===== src/cia_pkg.sv =====
// shared types, codes and constants of the checked 64-bit arithmetic unit
package cia_pkg;

    localparam int unsigned WORD_W      = 64;
    localparam int unsigned HALF_W      = WORD_W / 2;
    localparam int unsigned DIV_STEPS   = WORD_W;
    localparam int unsigned QUEUE_DEPTH = 4;

    typedef enum logic [1:0] {
        MODE_ADD = 2'd0,
        MODE_SUB = 2'd1,
        MODE_MUL = 2'd2,
        MODE_DIV = 2'd3
    } t_mode;

    localparam logic [1:0] ST_OK   = 2'd0;
    localparam logic [1:0] ST_OVF  = 2'd1;
    localparam logic [1:0] ST_DIVZ = 2'd2;

    typedef struct packed {
        logic        [1:0]        mode;
        logic signed [WORD_W-1:0] left_operand;
        logic signed [WORD_W-1:0] right_operand;
    } t_in_item;

    typedef struct packed {
        logic signed [WORD_W-1:0] value;
        logic        [1:0]        status;
    } t_out_item;

    // classified item passed from front to back
    typedef struct packed {
        t_mode              kind;
        logic               neg;
        logic [1:0]         st;
        logic [WORD_W-1:0]  val;
        logic [WORD_W-1:0]  amag;
        logic [WORD_W-1:0]  bmag;
    } t_work;

endpackage


===== src/cia_fifo.sv =====
// short register queue between front and back
module cia_fifo import cia_pkg::*; #(
    parameter int unsigned Depth = QUEUE_DEPTH
) (
    input  logic  i_clk,
    input  logic  i_rst_n,
    input  logic  i_push,
    input  t_work i_data,
    output logic  o_full,
    input  logic  i_pop,
    output t_work o_data,
    output logic  o_empty
);

    localparam int unsigned PtrW = (Depth > 1) ? $clog2(Depth) : 1;
    localparam int unsigned CntW = $clog2(Depth + 1);

    t_work            r_mem [Depth];
    logic [PtrW-1:0]  r_wr, r_rd, n_wr, n_rd;
    logic [CntW-1:0]  r_cnt;
    logic             wr_en, rd_en;

    assign o_full  = (r_cnt == CntW'(Depth));
    assign o_empty = (r_cnt == '0);
    assign o_data  = r_mem[r_rd];
    assign wr_en   = i_push && !o_full;
    assign rd_en   = i_pop && !o_empty;
    assign n_wr    = (r_wr == PtrW'(Depth - 1)) ? '0 : r_wr + 1'b1;
    assign n_rd    = (r_rd == PtrW'(Depth - 1)) ? '0 : r_rd + 1'b1;

    always_ff @(posedge i_clk) begin
        if (!i_rst_n) begin
            r_wr  <= '0;
            r_rd  <= '0;
            r_cnt <= '0;
        end else begin
            if (wr_en) begin
                r_wr <= n_wr;
            end
            if (rd_en) begin
                r_rd <= n_rd;
            end
            if (wr_en && !rd_en) begin
                r_cnt <= r_cnt + 1'b1;
            end else if (rd_en && !wr_en) begin
                r_cnt <= r_cnt - 1'b1;
            end
        end
    end

    always_ff @(posedge i_clk) begin
        if (wr_en) begin
            r_mem[r_wr] <= i_data;
        end
    end

endmodule


===== config.mk =====
export PLATFORM = sky130hd
export DESIGN_NAME = cia_fifo
export DESIGN_NICKNAME = d
export VERILOG_FILES = /design/src/cia_pkg.sv /design/src/cia_fifo.sv
export SDC_FILE = /design/constraint.sdc
export NUM_CORES = 1
export LEC_CHECK = 0
export ABC_AREA = 1
export BUFFER_PORTS_ARGS = -buffer_cell sky130_fd_sc_hd__buf_2
export CAP_MARGIN = 20
export CELL_PAD_IN_SITES_DETAIL_PLACEMENT = 1
export CELL_PAD_IN_SITES_GLOBAL_PLACEMENT = 1
export CORE_AREA = 2 2 176 351
export CTS_CLUSTER_DIAMETER = 120
export DETAILED_ROUTE_END_ITERATION = 6
export DIE_AREA = 0 0 178 353
export HOLD_SLACK_MARGIN = 0.03
export PLACE_DENSITY_LB_ADDON = 0.15
export SLEW_MARGIN = 5
export SYNTH_ARGS = -nofsm -noshare
export SYNTH_HDL_FRONTEND = slang
export SYNTH_SLANG_ARGS = --single-unit

===== constraint.sdc =====
create_clock -name i_clk -period 24.8 [get_ports i_clk]
set_clock_uncertainty 0.15 [all_clocks]
set_input_delay 0 -clock i_clk [delete_from_list [all_inputs] [get_ports i_clk]]
set_output_delay 0 -clock i_clk [all_outputs]
set_load 0.01 [all_outputs]

==> results.txt, run 1 <==
----------------------------------------------------
[Run status]
  Outcome ... complete, no violations

[STA]
  Min Hold Slack ... ~0.055 ns
  Final worst path period share ... between 10% and 20%
  Setup repair after global routing missed its margin ... false
  Highest clock frequency the design can meet ... around 220 MHz
  Worst-case setup margin in the final layout ... 20.34 ns
  Headroom to the max-slew limit ... between 10% and 20%
  Hold Fails Final Rpt ... 0
  Final Max Slew Viols ... 0
  Total Neg Setup Slack ... 0 ns
  Min Tclk post-route ... 4.460 ns
  Total setup violations reported at the end of the flow ... 0
  Slew @ Worst Pin ... 1.206 ns

[Power]
  Internal power consumption ... 2.595 mW
  Fraction of power consumed by sequential logic ... between 40% and 50%
  Clock network fraction of total power ... between 20% and 30%
  Power per cell area ... slightly above 100 nW/um^2
  Switching power ... between 1 and 1.5 mW
  Leakage ... around 13 nW
  Worst voltage drop across the vdd grid ... around 0.079 mV
  Logic pwr share ... around 28%
  Switching power as a share of total power ... 32.59%

[Floorplanning]
  Initial cell density of the core ... around 49%
  Row cnt ... roughly 130
  Die footprint ... 62830 um^2
  Io pins ... 400
  Die H ... 353 um
  Core area ... around 60000 um^2
  Chip Width ... ~180 um

[Routing]
  Vias after detailed routing ... 19670
  WL final ... between 80000 and 90000 um
  Number of iterations in the first detailed-routing pass ... 5
  Antenna viol nets, final ... 0
  Total DRC errors in the routed layout ... 0
  Initial detailed-routing violation count ... 1230
  WL/cell ... between 20 and 25 um
  Vias per inst ... about 5.5

[Min path]
  Endpoint with the worst hold slack ... r_mem[2][66]
  Hold Path Stages ... 2
  Hold path startpoint ... i_data[66]
  Hold WC Path Type ... input port to register

[Synth]
  Count of synthesis-stage warnings from yosys ... 0
  Number of nets in the synthesized netlist ... about 2200
  Synthesized area divided by synthesized cell count ... approximately 15 um^2
  Number of unique standard cell types used by synthesis ... 23
  Post-Synthesis Cell Area ... slightly below 30000 um^2
  Synthesized flop and latch total ... between 700 and 800
  Gate count of the mapped netlist ... between 1500 and 2000
  Sequential area share after synthesis ... between 80% and 90%

[Critical path]
  Reg-to-reg slack, setup ... about 21 ns
  Critical R2R Launch ... r_cnt[1]
  Endpoint class of the critical path ... primary output
  R2r worst-path depth ... 7
  Crit path launch type ... register
  Worst EP required ... between 20 and 25 ns
  Endpoint of the most critical register-to-register path ... r_mem[1][70]
  Series of cell instances along the critical path ... inv_12 > buf_4 > buf_4 > nor2_1 > o22ai_1 > buf_2
  Largest incremental delay on the critical path ... between 0.8 and 0.9 ns
  Critical Path Slowest Stage Cell ... sky130_fd_sc_hd__buf_4
  Dominant cell type by count on the critical path ... sky130_fd_sc_hd__buf_4
  Worst path arrival time ... between 4 and 5 ns
  Path type of the worst setup path ... register to primary output
  Critical path fanouts, max ... ~220

[GRT]
  Pin count of the biggest net entering global routing ... 220
  Global routing usage summed across all routing layers ... between 20% and 30%
  Initial antenna violation count ... 9
  Number of global-route vias before repair ... 21160
  Grt ovf ... 0
  Wire length of the first global-routing pass ... 123700 um

[Placement]
  Final Wtd Congestion ... 0.7417
  Area after detailed placement ... approximately 32000 um^2
  Worst slack at placement ... 20.91 ns
  HPWL Detailed ... roughly 42000 um
  Count of buffers from port buffering ... 399

[Clock network]
  Clock tree from TritonCTS ... done
  Sinks on Clock Net ... around 800
  Clock edge transition at the registers on the reported setup and hold paths ... 0.06 ns
  H-Tree Level Count ... 3
  Post-CTS setup repair buffer count ... 0
  Clock buffer depth ... 3
  Worst skew pair latency ... about 0.6 ns
  Total CTS buffers ... 71
  CTS root buf ... sky130_fd_sc_hd__clkbuf_16

[Cells and area]
  Post-layout nets ... between 2000 and 3000
  Sequential cell area in the final layout ... ~24000 um^2
  Layout cells sized above 1 ... a little under a fifth
  Post-route design area ... around 38000 um^2
  Growth of design area from synthesis to finish ... 27.86%
  Final core area utilization ... a little over three fifths
  Multi-input logic area ... 4967 um^2
  Fill cell count ... between 5000 and 6000

[Flow run]
  Reported max-cap violation count ... 0

----------------------------------------------------
==> layout make-up <==
| cell class | instances | area share (%) |
|---|---|---|
| Clock inverter | 38 | 0.9364 |
| Sequential cell | 797 | 62.63 |
| Multi-Input combinational cell | 1031 | 13.04 |
| Timing Repair Buffer | 790 | 15.49 |
| Antenna cell | 8 | 0.05257 |
| Tap cell | 780 | 2.563 |
| Clock buffer | 93 | 5.050 |
| Inverter | 19 | 0.2333 |
==> synth_stat cells <==
cell	instances	share of area, %
sky130_fd_sc_hd__a21oi_1	2	0.034
sky130_fd_sc_hd__buf_12	3	0.20
sky130_fd_sc_hd__buf_2	22	0.37
sky130_fd_sc_hd__buf_4	1	0.025
sky130_fd_sc_hd__buf_6	43	1.6
sky130_fd_sc_hd__buf_8	1	0.050
sky130_fd_sc_hd__clkbuf_1	48	0.60
sky130_fd_sc_hd__clkbuf_2	12	0.20
sky130_fd_sc_hd__dfxtp_1	9	0.60
sky130_fd_sc_hd__edfxtp_1	788	79
sky130_fd_sc_hd__fa_1	1	0.067
sky130_fd_sc_hd__ha_1	6	0.25
sky130_fd_sc_hd__inv_1	17	0.21
sky130_fd_sc_hd__inv_12	1	0.055
sky130_fd_sc_hd__inv_4	1	0.021
sky130_fd_sc_hd__nand2_1	15	0.19
sky130_fd_sc_hd__nand3_1	1	0.017
sky130_fd_sc_hd__nand3b_1	1	0.025
sky130_fd_sc_hd__nand4_1	1	0.021
sky130_fd_sc_hd__nor2_1	411	5.2
sky130_fd_sc_hd__o21ai_0	264	4.4
sky130_fd_sc_hd__o21ai_1	132	2.2
sky130_fd_sc_hd__o22ai_1	197	4.1
==> registers in the layout (all words and copies together) (netlist names), named ones only <==
name	cells
r_cnt	3
r_rd	2
r_mem	788
r_wr	2
==> critical path, delay by kind of cell (launching register included) <==
kind                   cells  cell delay (ns)
buffers and inverters      4             2.51
AO/OA/AOI/OAI              1             0.25
AND/OR/NAND/NOR            1             0.14
flip-flops                 1             0.61
==> power groups by stage <==
stage                     Sequential, mW  Combinational [mW]  Clock (mW)
after global routing                1.70                1.16        1.16
final                               1.69                1.06        1.09
after global placement              1.71               0.974           0
after floorplan                     1.74               0.620           0
after detailed placement            1.72               0.996           0
after CTS                           1.69                1.05        1.11
==> logic make-up (layout without fill, tap and decap cells) <==
kind of cell	Yosys count	after routing	share of synthesized area, %
DFF	797	797	80.05
AOI/OAI and AO/OA	595	595	10.83
and+or+nand+nor	429	429	5.432
buffers and inverters	149	940	3.369
adders and majority gates	7	7	0.3193
other	0	8	0
==> layout by cell type (no fill, tap or decap), types with 15 or more instances in the layout <==
cell type,count
sky130_fd_sc_hd__buf_4,17
sky130_fd_sc_hd__clkbuf_1,19
sky130_fd_sc_hd__o22ai_1,197
sky130_fd_sc_hd__edfxtp_1,788
sky130_fd_sc_hd__o21ai_1,132
sky130_fd_sc_hd__buf_2,399
sky130_fd_sc_hd__nor2_1,407
sky130_fd_sc_hd__o21ai_0,264
sky130_fd_sc_hd__inv_1,17
sky130_fd_sc_hd__clkbuf_16,74
sky130_fd_sc_hd__nand2_1,15
sky130_fd_sc_hd__dlygate4sd3_1,371
==> stage by stage <==
step	total power, mW	std cells
6_report	3.850	3556
5_1_grt	4.026	3555
4_1_cts	3.847	3548
3_5_place_dp	2.714	3046
3_3_place_gp	2.686	3046
2_1_floorplan	2.358	1977
==> routing by layer <==
layer / GRT usage, % / vias up / wire [um] / share of wire (%)
met2: 44.15 / 654 / 40710 / 50
met5: 0 / - / 26 / 0.032
li1: - / 8957 / - / -
met3: 7.343 / 115 / 6637 / 8.1
met4: 7.230 / 4 / 1729 / 2.1
met1: 32.00 / 9940 / 32630 / 40
==> timing repair <==
action                                 4_1_cts  5_1_grt
hold buffers                               371        0
endpoints found under the hold margin      797        0
gates resized for setup                      0        0
==> how the worst max path moves through the flow <==
stage / endpoint / start / cells past startpoint
floorplan: r_mem[0][0] / r_cnt[1] / 4
global placement: o_data[131] / register / 6
detailed placement: o_data[188] / register / 6
CTS: o_data[188] / register / 6
global route: o_data[187] / register / 6
finish: o_data[107] / register / 6
(Power assumes the default switching activity.)
==> inputs of run 2 (changes only) <==
ABC_AREA = 0   (was 1)
CORE_AREA = 2 2 173 345   (was 2 2 176 351)
DIE_AREA = 0 0 175 347   (was 0 0 178 353)
clock period = 4.25 ns   (was 24.8 ns; I/O delays follow)
==> run 2 against run 1 <==
  * Sequential share of layout area up 0.43 points
  * Worst setup slack got worse by 19 ns
  * Clock-buffer cell count is 5 lower
  * Utilization up 2.1 points
  * Register-to-register slack worse by 20 ns
  * Design area decreased by 0.68%
  * Largest cell class unchanged
==> results.txt, run 2 <==
----------------------------------------------------
[Power]
  Leakage ... ~13 nW
  Switching power as a share of total power ... 26.78%
  Power per cell area ... roughly 560 nW/um^2
  Fraction of power consumed by sequential logic ... a little under half
  Worst voltage drop across the vdd grid ... roughly 0.47 mV
  Clock network fraction of total power ... a little under a third
  Internal power consumption ... 15.63 mW
  Switching power ... approximately 5.7 mW
  Logic pwr share ... roughly 23%

[Placement]
  Worst slack at placement ... between 1 and 1.5 ns
  Count of buffers from port buffering ... 399
  Final Wtd Congestion ... around 0.73
  Area after detailed placement ... between 30000 and 40000 um^2
  Placed Cells incl. Taps ... 2222
  HPWL Detailed ... 39340 um

[Critical path]
  Crit path launch type ... register
  Path type of the worst setup path ... register to primary output
  Worst EP required ... 4.10 ns
  Endpoint class of the critical path ... primary output
  Critical R2R Launch ... r_cnt[0]
  Critical path fanouts, max ... between 60 and 70
  Worst path arrival time ... about 2.7 ns

[Run status]
  Outcome ... complete, no violations

[Synth]
  Leading cell types by count after synthesis ... 788 x sky130_fd_sc_hd__edfxtp_1, 197 x sky130_fd_sc_hd__mux4_2, 21 x sky130_fd_sc_hd__buf_2
  Most common cell in the netlist ... sky130_fd_sc_hd__edfxtp_1
  Most area-hungry cell type in the Yosys netlist ... sky130_fd_sc_hd__edfxtp_1
  Leading post-synthesis cells by cell area ... sky130_fd_sc_hd__edfxtp_1 82%, sky130_fd_sc_hd__mux4_2 15%, sky130_fd_sc_hd__dfxtp_1 0.62%
  Prevailing post-synth register cell ... sky130_fd_sc_hd__edfxtp_1
  Synthesized area divided by synthesized cell count ... 26.75 um^2
  Ys async rst share ... 0%
  Number of nets in the synthesized netlist ... between 1000 and 1500
  Post-Synthesis Cell Area ... a little under 30000 um^2
  Number of enable flip-flop cells after synthesis ... 788
  Number of unique standard cell types used by synthesis ... 23
  Synthesized flop and latch total ... 797
  Gate count of the mapped netlist ... 1080
  Area share of the largest cell type after synthesis ... around 82%
  Sequential area share after synthesis ... just over 80%
  Count of synthesis-stage warnings from yosys ... 0

[Cells and area]
  Fill cell count ... around 4700
  Largest register FFs ... approximately 800
  Cell Count, Final, Fillers Out ... around 2700
  Layout cells sized above 1 ... a little under two fifths
  Post-route design area ... ~38000 um^2
  Leading cell type in the layout, fill and taps excluded ... sky130_fd_sc_hd__edfxtp_1
  Most used cells in the layout excluding fill and tap cells ... 788 x sky130_fd_sc_hd__edfxtp_1, 399 x sky130_fd_sc_hd__buf_2, 352 x sky130_fd_sc_hd__dlygate4sd3_1
  Largest Register ... r_mem
  Post-layout nets ... around 2100
  Largest regs ... r_mem x788, r_cnt x3
  Final core area utilization ... about two thirds
  Growth of design area from synthesis to finish ... 30.94%

[GRT]
  Met2 track utilization from global routing ... between 40% and 50%
  Met1 track demand over resource in global routing ... around 29%
  Global routing usage summed across all routing layers ... about a quarter
  Grt ovf ... 0
  Most Used Layer, Global Route ... met2
  Initial antenna violation count ... 6
  Global Route met3 Usage ... a little under 6%
  Wire length of the first global-routing pass ... ~110000 um
  Pin count of the biggest net entering global routing ... 82
  Number of global-route vias before repair ... 16500

[STA]
  Worst-case setup margin in the final layout ... approximately 1.4 ns
  Final worst path period share ... between 60% and 70%
  Headroom to the max-slew limit ... 45.87%
  Highest clock frequency the design can meet ... ~350 MHz
  Total Neg Setup Slack ... 0 ns
  Setup repair after global routing missed its margin ... false
  Hold Fails Final Rpt ... 0
  Final Max Slew Viols ... 0
  Slew @ Worst Pin ... between 0.8 and 0.9 ns
  Min Tclk post-route ... around 2.8 ns
  Total setup violations reported at the end of the flow ... 0

[Floorplanning]
  Io pins ... 400
  Initial cell density of the core ... between 40% and 50%
  Row cnt ... 125
  Die H ... ~350 um
  Die footprint ... roughly 61000 um^2
  Core area ... around 58000 um^2
  Chip Width ... roughly 180 um

[Clock network]
  CTS root buf ... sky130_fd_sc_hd__clkbuf_16
  Clock buffer depth ... 3
  Worst skew pair latency ... just under 0.6 ns
  Clock tree from TritonCTS ... done
  H-Tree Level Count ... 3
  Clock edge transition at the registers on the reported setup and hold paths ... ~0.06 ns
  Total CTS buffers ... 70
  Sinks on Clock Net ... approximately 800

[Routing]
  Vias per inst ... roughly 5.4
  Vias after detailed routing ... ~15000
  WL final ... ~70000 um
  Number of iterations in the first detailed-routing pass ... 5
  Initial detailed-routing violation count ... between 1000 and 1500
  Antenna viol nets, final ... 0
  WL/cell ... around 26 um
  Total DRC errors in the routed layout ... 0

[Min path]
  Hold WC Path Type ... input port to register
  Hold path startpoint ... i_data[138]

[Flow run]
  Reported max-cap violation count ... 0

----------------------------------------------------
==> run 2: cell type report <==
cell class | instances | area, um^2 | share of cell area (%)
clock inverters | 40 | 440.4 | 1.164
multi-input cells | 234 | 4722 | 12.49
well taps | 762 | 953.4 | 2.521
diodes | 1 | 2.502 | 0.006616
clock buffers | 88 | 1893 | 5.005
inverters | 3 | 11.26 | 0.02977
flip-flops and latches | 797 | 23850 | 63.06
repair buffers | 778 | 5948 | 15.73
==> run 2: worst max-delay path: stages (launching register included) <==
cell                      delay, ns
sky130_fd_sc_hd__dfxtp_4       0.72
sky130_fd_sc_hd__buf_12        0.47
sky130_fd_sc_hd__mux4_2        0.62
sky130_fd_sc_hd__buf_2         0.17
==> run 2: cell families after synthesis <==
family | after synthesis | synth area share (%)
AOI/OAI and AO/OA | 5 | 0.1040
muxes | 200 | 15.46
and+or+nand+nor | 20 | 0.3552
xor gates and xnor gates | 2 | 0.06065
buffers and inverters | 49 | 1.144
DFF | 797 | 82.54
adders and majority gates | 7 | 0.3292
==> run 2: metrics by stage <==
step           power [mW]  hold WS [ns]
3_3_place_gp        14.65       0.06101
5_1_grt             22.17       0.03511
2_1_floorplan       12.86      -0.05113
3_5_place_dp        14.75       0.06557
6_report            21.35       0.03509
4_1_cts             21.51       0.03010
==> run 2: repair_timing <==
action,4_1_cts,5_1_grt
buffers inserted,0,0
gates resized for setup,0,0
hold endpoints to repair,797,0
hold buffers,352,0
==> run 2: path summary, 6_finish.rpt <==
kind | endpoint | slack, ns | cells past startpoint
setup / recovery | o_data[102] | 1.43 | 3
hold / removal | r_mem[0][138] | 0.04 | 2
setup reg to reg | r_mem[0][192] | 1.50 | 4
hold reg to reg | r_wr[1] | 0.38 | 2
==> run 2: power groups by stage <==
stage          clock network, mW  registers, mW  logic [mW]
5_1_grt                     6.92           9.95        5.30
2_1_floorplan                  0           9.92        2.94
3_5_place_dp                   0           10.0        4.72
6_report                    6.53           9.87        4.95
3_3_place_gp                   0           9.96        4.69
4_1_cts                     6.64           9.86        5.01
==> run 2: layer usage <==
layer	wire (um)	part of all wire (%)
met5	59	0.085
met4	2327	3.3
met3	4721	6.8
met2	36450	52
met1	26180	38
